<file path="src/rtl/ksr_pkg.sv">
// Shared constants and controller/datapath command types for the k-group stream reverser.
// No dependencies; every other file refers to it by scoped names.
`timescale 1ns / 1ps

package ksr_pkg;

  localparam int MAX_GROUP = 16;
  localparam int IDX_W     = $clog2(MAX_GROUP);
  localparam int CNT_W     = $clog2(MAX_GROUP + 1);
  localparam int VAL_W     = 32;
  localparam int GS_W      = 5;

  localparam logic [GS_W-1:0] GS_RESET = 5'd4;

  // Controller -> datapath commands.
  typedef struct packed {
    logic             wr_en;
    logic [IDX_W-1:0] wr_addr;
    logic             rd_en;
    logic [IDX_W-1:0] rd_addr;
  } dp_cmd_t;

  // Datapath -> controller status.
  typedef struct packed {
    logic [CNT_W-1:0] eff_size;
  } dp_stat_t;

endpackage

</file>
<file path="src/rtl/ksr_if.sv">
// Valid/ready channel interfaces for the input and result streams.
// Depends on ksr_pkg for field widths.
`timescale 1ns / 1ps

interface ksr_in_if;
  logic                            valid;
  logic                            ready;
  logic signed [ksr_pkg::VAL_W-1:0] value;
  logic                            list_last;

  modport source (output valid, value, list_last, input ready);
  modport sink   (input valid, value, list_last, output ready);
endinterface

interface ksr_out_if;
  logic                            valid;
  logic                            ready;
  logic signed [ksr_pkg::VAL_W-1:0] out_value;
  logic                            run_last;
  logic                            list_end;

  modport source (output valid, out_value, run_last, list_end, input ready);
  modport sink   (input valid, out_value, run_last, list_end, output ready);
endinterface

</file>
<file path="src/rtl/ksr_datapath.sv">
// Datapath: group-size register, 16-entry value store and registered read port.
// Depends on ksr_pkg; driven by ksr_ctrl through dp_cmd_t.
`timescale 1ns / 1ps

module ksr_datapath (
  input  logic                              clk,
  input  logic                              rst_n,
  input  logic                              cfg_we,
  input  logic [ksr_pkg::GS_W-1:0]          cfg_data,
  input  logic signed [ksr_pkg::VAL_W-1:0]  in_value,
  input  ksr_pkg::dp_cmd_t                  cmd,
  output ksr_pkg::dp_stat_t                 stat,
  output logic signed [ksr_pkg::VAL_W-1:0]  rd_value
);

  logic [ksr_pkg::GS_W-1:0]         group_size_r;
  logic [ksr_pkg::VAL_W-1:0]        store [ksr_pkg::MAX_GROUP];
  logic [ksr_pkg::VAL_W-1:0]        rdata_r;

  always_ff @(posedge clk) begin
    if (!rst_n) begin
      group_size_r <= ksr_pkg::GS_RESET;
    end else if (cfg_we) begin
      group_size_r <= cfg_data;
    end
  end

  always_ff @(posedge clk) begin
    if (cmd.wr_en) begin
      store[cmd.wr_addr] <= in_value;
    end
  end

  always_ff @(posedge clk) begin
    if (cmd.rd_en) begin
      rdata_r <= store[cmd.rd_addr];
    end
  end

  // Clamp the configured size to 1..MAX_GROUP.
  always_comb begin
    if (group_size_r == '0) begin
      stat.eff_size = ksr_pkg::CNT_W'(1);
    end else if (ksr_pkg::CNT_W'(group_size_r) > ksr_pkg::CNT_W'(ksr_pkg::MAX_GROUP)) begin
      stat.eff_size = ksr_pkg::CNT_W'(ksr_pkg::MAX_GROUP);
    end else begin
      stat.eff_size = ksr_pkg::CNT_W'(group_size_r);
    end
  end

  assign rd_value = rdata_r;

endmodule

</file>
<file path="src/rtl/ksr_ctrl.sv">
// Controller: fill count, group-complete decision and read-out sequencing.
// Depends on ksr_pkg; commands ksr_datapath.
`timescale 1ns / 1ps

module ksr_ctrl (
  input  logic                    clk,
  input  logic                    rst_n,
  input  logic                    in_valid,
  input  logic                    in_list_last,
  output logic                    in_ready,
  output logic                    out_valid,
  input  logic                    out_ready,
  output logic                    out_run_last,
  output logic                    out_list_end,
  input  ksr_pkg::dp_stat_t       stat,
  output ksr_pkg::dp_cmd_t        cmd
);

  typedef enum logic [2:0] {
    S_IDLE = 3'b001,
    S_RD   = 3'b010,
    S_OUT  = 3'b100
  } state_t;

  state_t                       state_r, state_nxt;
  logic [ksr_pkg::IDX_W-1:0]    fill_r, fill_nxt;
  logic [ksr_pkg::CNT_W-1:0]    n_r, n_nxt;
  logic [ksr_pkg::CNT_W-1:0]    k_r, k_nxt;
  logic                         rev_r, rev_nxt;
  logic                         last_r, last_nxt;
  logic [ksr_pkg::CNT_W-1:0]    n_new;
  logic [ksr_pkg::CNT_W-1:0]    k_inc;
  logic [ksr_pkg::CNT_W-1:0]    rev_idx;
  logic                         final_item;

  assign n_new      = ksr_pkg::CNT_W'(fill_r) + ksr_pkg::CNT_W'(1);
  assign k_inc      = k_r + ksr_pkg::CNT_W'(1);
  assign rev_idx    = n_r - k_inc;
  assign final_item = (k_inc == n_r);

  assign in_ready     = (state_r == S_IDLE);
  assign out_valid    = (state_r == S_OUT);
  assign out_run_last = final_item;
  assign out_list_end = final_item && last_r;

  always_comb begin
    cmd.wr_en   = in_valid && in_ready;
    cmd.wr_addr = fill_r;
    cmd.rd_en   = (state_r == S_RD);
    cmd.rd_addr = rev_r ? rev_idx[ksr_pkg::IDX_W-1:0] : k_r[ksr_pkg::IDX_W-1:0];
  end

  always_comb begin
    state_nxt = state_r;
    fill_nxt  = fill_r;
    n_nxt     = n_r;
    k_nxt     = k_r;
    rev_nxt   = rev_r;
    last_nxt  = last_r;
    unique case (state_r)
      S_IDLE: begin
        if (in_valid) begin
          last_nxt = in_list_last;
          n_nxt    = n_new;
          k_nxt    = '0;
          if (n_new >= stat.eff_size) begin
            rev_nxt   = 1'b1;
            fill_nxt  = '0;
            state_nxt = S_RD;
          end else if (in_list_last) begin
            rev_nxt   = 1'b0;
            fill_nxt  = '0;
            state_nxt = S_RD;
          end else begin
            fill_nxt = n_new[ksr_pkg::IDX_W-1:0];
          end
        end
      end
      S_RD: begin
        state_nxt = S_OUT;
      end
      S_OUT: begin
        if (out_ready) begin
          if (final_item) begin
            state_nxt = S_IDLE;
          end else begin
            k_nxt     = k_inc;
            state_nxt = S_RD;
          end
        end
      end
      default: begin
        state_nxt = S_IDLE;
      end
    endcase
  end

  always_ff @(posedge clk) begin
    if (!rst_n) begin
      state_r <= S_IDLE;
      fill_r  <= '0;
      n_r     <= '0;
      k_r     <= '0;
      rev_r   <= 1'b0;
      last_r  <= 1'b0;
    end else begin
      state_r <= state_nxt;
      fill_r  <= fill_nxt;
      n_r     <= n_nxt;
      k_r     <= k_nxt;
      rev_r   <= rev_nxt;
      last_r  <= last_nxt;
    end
  end

endmodule

</file>
<file path="src/rtl/k_group_stream_reverser_top.sv">
// k-group stream reverser: usage notes.
// in_s carries one list value per transaction with list_last on the final
// element. out_s carries the reordered values with run_last on the last
// result of a run and list_end on the final element of the list.
// cfg_we/cfg_data set the group size (0 acts as 1, above 16 acts as 16);
// write it only while the block is idle. Reset sets it to 4.
// Values collect in a 16-entry store. When a group fills, it is read back
// in reverse order; a partial group closed by list_last reads back in order.
// Sequencing: an input that causes no result is taken and the block stays idle.
// An input that closes a group ties up the block while its results go out:
// each result is first read from the store and then presented from the output
// register. in_s.ready is low until the last result is taken.
// A stalled receiver holds the current result in the output register; no
// further reads happen until it is taken.
// Synchronous active-low reset empties the fill count and returns to idle;
// store contents are not cleared and are only read after being written.
// Depends on ksr_pkg, ksr_if, ksr_ctrl and ksr_datapath.
`timescale 1ns / 1ps

module k_group_stream_reverser_top (
  input  logic                     clk,
  input  logic                     rst_n,
  ksr_in_if.sink                   in_s,
  ksr_out_if.source                out_s,
  input  logic                     cfg_we,
  input  logic [ksr_pkg::GS_W-1:0] cfg_data
);

  ksr_pkg::dp_cmd_t                 cmd;
  ksr_pkg::dp_stat_t                stat;
  logic                             in_ready;
  logic                             out_valid;
  logic                             run_last;
  logic                             list_end;
  logic signed [ksr_pkg::VAL_W-1:0] rd_value;

  ksr_ctrl u_ctrl (
    .clk          (clk),
    .rst_n        (rst_n),
    .in_valid     (in_s.valid),
    .in_list_last (in_s.list_last),
    .in_ready     (in_ready),
    .out_valid    (out_valid),
    .out_ready    (out_s.ready),
    .out_run_last (run_last),
    .out_list_end (list_end),
    .stat         (stat),
    .cmd          (cmd)
  );

  ksr_datapath u_dp (
    .clk      (clk),
    .rst_n    (rst_n),
    .cfg_we   (cfg_we),
    .cfg_data (cfg_data),
    .in_value (in_s.value),
    .cmd      (cmd),
    .stat     (stat),
    .rd_value (rd_value)
  );

  assign in_s.ready      = in_ready;
  assign out_s.valid     = out_valid;
  assign out_s.out_value = rd_value;
  assign out_s.run_last  = run_last;
  assign out_s.list_end  = list_end;

endmodule

</file>
<file path="src/flat_wrapper.sv">
// flat-port wrapper written by rule: the top's interface ports become plain ports
module k_group_stream_reverser_top_flat 
  (clk, rst_n, cfg_we, cfg_data, in_s_valid, in_s_value, in_s_list_last, in_s_ready, out_s_valid, out_s_out_value, out_s_run_last, out_s_list_end, out_s_ready);
  ksr_in_if in_s_i ();
  ksr_out_if out_s_i ();
  input  logic clk;
  input  logic rst_n;
  input  logic cfg_we;
  input  logic [ksr_pkg::GS_W-1:0] cfg_data;
  input wire logic [$bits(in_s_i.valid)-1:0] in_s_valid;
  input wire logic [$bits(in_s_i.value)-1:0] in_s_value;
  input wire logic [$bits(in_s_i.list_last)-1:0] in_s_list_last;
  output wire logic [$bits(in_s_i.ready)-1:0] in_s_ready;
  output wire logic [$bits(out_s_i.valid)-1:0] out_s_valid;
  output wire logic [$bits(out_s_i.out_value)-1:0] out_s_out_value;
  output wire logic [$bits(out_s_i.run_last)-1:0] out_s_run_last;
  output wire logic [$bits(out_s_i.list_end)-1:0] out_s_list_end;
  input wire logic [$bits(out_s_i.ready)-1:0] out_s_ready;
  assign in_s_i.valid = in_s_valid;
  assign in_s_i.value = in_s_value;
  assign in_s_i.list_last = in_s_list_last;
  assign in_s_ready = in_s_i.ready;
  assign out_s_valid = out_s_i.valid;
  assign out_s_out_value = out_s_i.out_value;
  assign out_s_run_last = out_s_i.run_last;
  assign out_s_list_end = out_s_i.list_end;
  assign out_s_i.ready = out_s_ready;
  k_group_stream_reverser_top u_core (.clk(clk), .rst_n(rst_n), .in_s(in_s_i), .out_s(out_s_i), .cfg_we(cfg_we), .cfg_data(cfg_data));
endmodule
</file>
<file path="config.mk">
export PLATFORM = sky130hd
export DESIGN_NAME = k_group_stream_reverser_top_flat
export DESIGN_NICKNAME = d
export VERILOG_FILES = /design/src/rtl/ksr_pkg.sv /design/src/rtl/ksr_if.sv /design/src/rtl/ksr_datapath.sv /design/src/rtl/ksr_ctrl.sv /design/src/rtl/k_group_stream_reverser_top.sv /design/src/flat_wrapper.sv
export SDC_FILE = /design/constraint.sdc
export NUM_CORES = 1
export LEC_CHECK = 0
export BUFFER_PORTS_ARGS = -buffer_cell sky130_fd_sc_hd__buf_2
export CELL_PAD_IN_SITES_DETAIL_PLACEMENT = 1
export CELL_PAD_IN_SITES_GLOBAL_PLACEMENT = 1
export CORE_MARGIN = 3
export CORE_UTILIZATION = 59
export DETAILED_ROUTE_END_ITERATION = 8
export PLACE_DENSITY = 0.95
export SLEW_MARGIN = 10
export SYNTH_ARGS = -nofsm -noshare
export SYNTH_HDL_FRONTEND = slang
export SYNTH_SLANG_ARGS = --single-unit
</file>
<file path="constraint.sdc">
create_clock -name clk -period 7 [get_ports clk]
set_input_delay 0 -clock clk [delete_from_list [all_inputs] [get_ports clk]]
set_output_delay 0 -clock clk [all_outputs]
set_load 0.1 [all_outputs]
</file>
; Yosys cells after proc, flatten, opt, wreduce, memory -nomap -nowiden
; Memories as Yosys holds them, arrays and structs flattened. A register that Yosys moved wholly into a read port is not among the register bits.
; Cells that the tools add are included.
; Widths: inputs -> output; s select.
[totals]
regBits = 24
latch_bits = 0
ram_bits = 512
romBits = 0
out_inout_bits = 36
elab_cells = 49
memories = 1
[op_classes]
add_sub_neg = 3
mul = 0
div = 0
n_lt_le_gt_ge = 2
eq_ne = 8
n_shift = 0
mux = 19
bitwise = 0
n_reduce_logical = 9
[mem_list]
columns = memory, depth, word_bits, read_ports, rd_ports_with_merged_regs, wr, line
row1 = u_core.u_dp.store, 16, 32, 1, 1, 1, ksr_datapath.sv:17  ; logic [ksr_pkg::VAL_W-1:0] store [ksr_pkg::MAX_GROUP];
[ops]
columns = cell, count
row1 = $mux 5, 5
row2 = $mux 3, 4
row3 = $mux 4, 3
row4 = $pmux 5 s2, 1
row5 = $pmux 3 s3, 1
row6 = $reduce_and 3->1, 2
row7 = $add 4x1->5 const B, 1
row8 = $add 5x1->5 const B, 1
row9 = $eq 5x5->1, 1
row10 = $ge 5x5->1, 1
row11 = $gt 5x5->1 const B, 1
row12 = $logic_not 5->1, 1
row13 = $mux 1, 4
row14 = $ne 2x2->1 const B, 2
row15 = $reduce_and 4->1, 1
row16 = $reduce_bool 2->1, 2
row17 = $sub 4x4->4, 1
row18 = $eq 3x1->1 const B, 1
row19 = $eq 3x2->1 const B, 1
row20 = $eq 3x3->1 const B, 1
row21 = $ne 3x2->1 const B, 1
row22 = $logic_and 1x1->1, 2
row23 = $mux 2, 1
row24 = $ne 2x1->1 const B, 1
row25 = $reduce_and 2->1, 1

; Logic depth before layout (Yosys ltp)
[depth]
ltp_word = 7
mapped_depth = 11
mapped_depth_nobuf = 9

; Cells and area by module
; A second synthesis with hierarchy kept.
[hier_totals]
hier_cells = 1008
hier_area_um2 = 21632.0
[by_module_without_submodules]
columns = mod, instances, cells_per_inst, area_each_um2
row1 = ksr_datapath, 1, 861, 20373.3
row2 = ksr_ctrl, 1, 147, 1258.7

; Least setup slack after synthesis
; No wires, ideal clock.
[synth_timing]
path_type = register to register
start = reg u_core.u_ctrl.state_r[0]
end = mem u_core.u_dp.store[0][0] (netlist name) (enable)
setup_time_ns = 0.461
arrival_ns = 4.077
t_required_ns = 6.539
setup_slack_ns = 2.462
path_stages_with_launch = 6
synth_period_minus_slack_ns = 4.538
cell_sequence = dfxtp_1 > nor3b_4 > and2_1 > buf_2 > nand2_1 > nor3_1
[synth_between]
elab_chain_len = 4
[synth_rtl]
columns = element, line
row1 = start: declaration, ksr_ctrl.sv:25  ; state_t state_r, state_nxt;
row2 = start signal: assignment, ksr_ctrl.sv:107  ; state_r <= state_nxt;
row3 = $eq 3x1->1, ksr_ctrl.sv:41  ; assign in_ready = (state_r == S_IDLE);
row4 = via in_s_ready, flat_wrapper.sv:13  ; output wire logic [$bits(in_s_i.ready)-1:0] in_s_ready;
row5 = $logic_and 1x1->1, ksr_ctrl.sv:47  ; cmd.wr_en = in_valid && in_ready;
row6 = $mux 1, ksr_datapath.sv:29  ; if (cmd.wr_en) begin
row7 = $mux 1 (not written as such), ksr_datapath.sv:30  ; store[cmd.wr_addr] <= in_value;
row8 = end: declaration, ksr_datapath.sv:17
; The timed path passes the listed nets, and every way through them passes these cells.

; Worst setup path after layout
[layout_timing]
start = reg u_core.u_ctrl.k_r[0] (netlist name)
end = reg u_core.u_dp.rdata_r, in the netlist u_core.u_dp.rd_value[15], read port of u_core.u_dp.store (data pin)
[layout_between]
elab_chain_len = 3
[layout_rtl]
columns = element, line
row1 = start: declaration, ksr_ctrl.sv:28  ; logic [ksr_pkg::CNT_W-1:0] k_r, k_nxt;
row2 = start signal: assignment, ksr_ctrl.sv:110  ; k_r <= k_nxt;
row3 = $add 5x1->5, ksr_ctrl.sv:37  ; assign k_inc = k_r + ksr_pkg::CNT_W'(1);
row4 = $sub 4x4->4, ksr_ctrl.sv:38  ; assign rev_idx = n_r - k_inc;
row5 = $mux 4 *, ksr_ctrl.sv:50  ; cmd.rd_addr = rev_r ? rev_idx[ksr_pkg::IDX_W-1:0] : k_r[ksr_pkg::IDX_W-1:0];
row6 = end: declaration, ksr_datapath.sv:18  ; logic [ksr_pkg::VAL_W-1:0] rdata_r;
; Mark *: on every way between the ends. The rest lies on a longest branch, timed or not.
; A chain may end at the register's enable or synchronous reset.

==> flow_summary.ini <==
[synth]
ys.flop_type = edfxtp_1
synth_enable_flop_cells = 544
synth_compound_area_share_pct = 2.25
ys_types = 53
synthSimpleGateAreaFrac_pct = 3.54
synth.top_cell.area_share_pct = 73.9
synth_seq_area_share_pct = 76.0
synthAdderAreaFrac_pct = 0.826
synth_top_family_by_area = multiplexers
syn_nets = 1105
async_flop_share_pct = 0
synthMuxAreaShare_pct = 14.9
synth_seq_cells = 568
syn_area_mm2 = 0.0221
synthTopCellsByCount = edfxtp_1, mux4_2, nand3_1
synthTopCellsByArea = edfxtp_1, mux4_2, dfxtp_1
synthCells = 1048
synth_xor_area_share_pct = 0.560
avgSynthCellArea_um2 = 21.1
synth_most_common_cell = edfxtp_1
synth_top_area_cell = edfxtp_1
yosysWarnings = 0

[run_status]
status = complete, no violations

[power_and_ir_drop]
ir_worst_vdd_v = 0.000208
power.leakage_nw = 8.00
powerDensity_mw_per_mm2 = 298

[timing]
fin_crit_sh_pct = 66.6
slew_viol_final = 0
hold_violations = 0
tightest_slew_ps = 1270
maxSlewHeadroom_pct = 14.9
finClkSkew_ps = 31.8
fmax_mhz = 214
setup_viol = 0
setup_tns_ps = 0
rsz0062_at_grt = no
period_minus_slack_ps = 4670

[die]
design.core.area_mm2 = 0.0368
start_util_pct = 60.1
die_x_um = 200
ioPinCount = 79
row_count = 70
die_y_um = 200
dieArea_mm2 = 0.0398

[placement]
place.gp.congestion = 0.781
dp_hpwl_mm = 29.1
portBuffers = 78
placed_area_mm2 = 0.0231

[critical_path]
cp_data_required_time_ps = 7400
worstSetupPathType = register to register
max_stage_delay_ps = 1100
path_cells = inv_1, ha_1, fa_1, xnor2_1, mux2_2, buf_4, nor2b_4, nand3_1, o211ai_1
critPathCaptureType = register
cp-start-kind = register
rr_worst_depth = 9
path_max_fanout = 32
arrival_ps = 5070
slowest_stage = nor2b_4

[clock_network]
cts_tree = built
clock-sinks = 568
clock-root-buffer = clkbuf_16
cts_buffers = 54
h-tree-depth = 2
clk_pin_slew_ps = 70
cts_setup_buffers = 0
clk_path_buf_depth = 3
insertion_delay_ps = 610

[layout]
drive_gt1_share_pct = 27.4
register_area_mm2 = 0.0168
final_cell_area_mm2 = 0.0252
nets = 1249
multi_input_area_mm2 = 0.00504
area_delta_synth_final_pct = 13.9
nFillCells = 2921

[routing]
ant_nets = 0
dr.pass1.iters = 5
routedWlPerCell_um = 36.5
first_iter_violations = 1517
routed-via-count = 12000
drc = 0
drt_wl_total_mm = 62.4
via_per_inst = 7.01

[global_route]
track_usage_pct = 32.3
antenna_found_initial = 2
overflow = 0
grt_pass1_wl_mm = 90.9
grt_pass1_vias = 12900
grt_max_degree = 129

[hold_path]
hold_depth = 4
hp-class = input pin to register

[flow_run]
max_cap_violations = 0
==> path summary, 6_finish.rpt <==
check	start	to	slack (ps)
max	u_core.u_ctrl.k_r[0]	u_core.u_dp.rd_value[15]	2330
min	cfg_data[2]	u_core.u_dp.group_size_r[2]	180
max reg2reg	u_core.u_ctrl.k_r[0]	u_core.u_dp.rd_value[15]	2330
min reg2reg	u_core.u_ctrl.n_r[3]	u_core.u_ctrl.n_r[3]	570
==> routing by layer <==
metal / global-route usage (%) / wire length, µm / up-vias
met3: 6.81 / 5370 / 197
met1: 40.5 / 21600 / 6305
met5: 0 / 0 / -
met4: 14.0 / 2940 / 0
met2: 55.4 / 32500 / 825
li1: - / - / 4640
==> power by group <==
part | internal (mW) | total [mW] | switching [mW]
Clock | 1.55 | 2.84 | 1.28
Combinational | 0.285 | 0.807 | 0.522
Sequential | 3.82 | 3.86 | 0.0421
==> stage by stage <==
| stage | cells | util [%] | hold WS (ps) | power, mW | setup WS [ps] |
|---|---|---|---|---|---|
| after global placement | 1559 | 62.7 | 198 | 4.61 | 3110 |
| after global routing | 1707 | 68.5 | 180 | 7.72 | 2360 |
| after detailed placement | 1559 | 62.7 | 248 | 4.67 | 2490 |
| final | 1708 | 68.5 | 176 | 7.51 | 2330 |
| after floorplan | 1048 | - | 61.9 | 4.45 | 2460 |
| after CTS | 1705 | 68.5 | 162 | 7.53 | 2510 |
==> area by class of cell <==
class                      count  share of cell area [%]
antenna                        3                  0.0298
clock buffer                  66                    5.63
clock inverter                35                    1.05
inverter                      10                   0.149
multi-input combinational    413                    20.0
sequential                   568                    66.7
tap                          468                    2.32
timing repair buffer         145                    4.09
==> sequential cells by signal, summed over array words and instances, names as in the netlist <==
| signal | flops |
|---|---|
| u_core.u_dp.rd_value | 32 |
| u_core.u_ctrl.rev_r | 1 |
| u_core.u_ctrl.state_r | 3 |
| u_core.u_dp.group_size_r | 5 |
| u_core.u_ctrl.fill_r | 4 |
| u_core.u_ctrl.n_r | 5 |
| u_core.u_ctrl.last_r | 1 |
| u_core.u_ctrl.k_r | 5 |
| u_core.u_dp.store | 512 |
==> cells in the final DEF, fill, tap and decap left out, types with 6 or more instances in the layout <==
cell	synthesis	final
a21oi_1	14	13
buf_2	29	78
buf_4	6	20
clkbuf_1	6	11
clkbuf_16	0	55
clkinv_1	1	18
clkinv_2	0	8
dfxtp_1	24	24
dlygate4sd3_1	0	45
edfxtp_1	544	544
ha_1	13	13
inv_1	9	9
mux2i_1	38	37
mux4_2	128	128
nand2_1	21	21
nand3_1	71	71
nor2_1	34	21
nor2_4	0	13
nor3_2	2	6
o211ai_1	32	32
==> worst max-delay path, delay by kind of cell (launching register included) <==
kind | cells | cell delay (ps)
and+or+nand+nor | 2 | 1440
adders and majority gates | 2 | 700
buffers and inverters | 2 | 650
muxes | 1 | 640
DFF | 1 | 550
AOI/OAI and AO/OA | 1 | 260
xor gates and xnor gates | 1 | 180
==> logic make-up (layout without fill, tap and decap cells) <==
logic type | Yosys count | count (layout)
other cells | 0 | 3
xor+xnor | 9 | 9
flops | 568 | 568
compound gates | 67 | 67
fa+ha+maj | 14 | 14
simple gates | 155 | 155
buf+inv | 67 | 256
mux | 168 | 168
==> repair_timing <==
item | 4_1_cts | 5_1_grt
gates resized for setup | 0 | 0
endpoints found under the hold margin | 533 | 0
hold buffers | 45 | 0
Power figures use the tool's default switching activity.
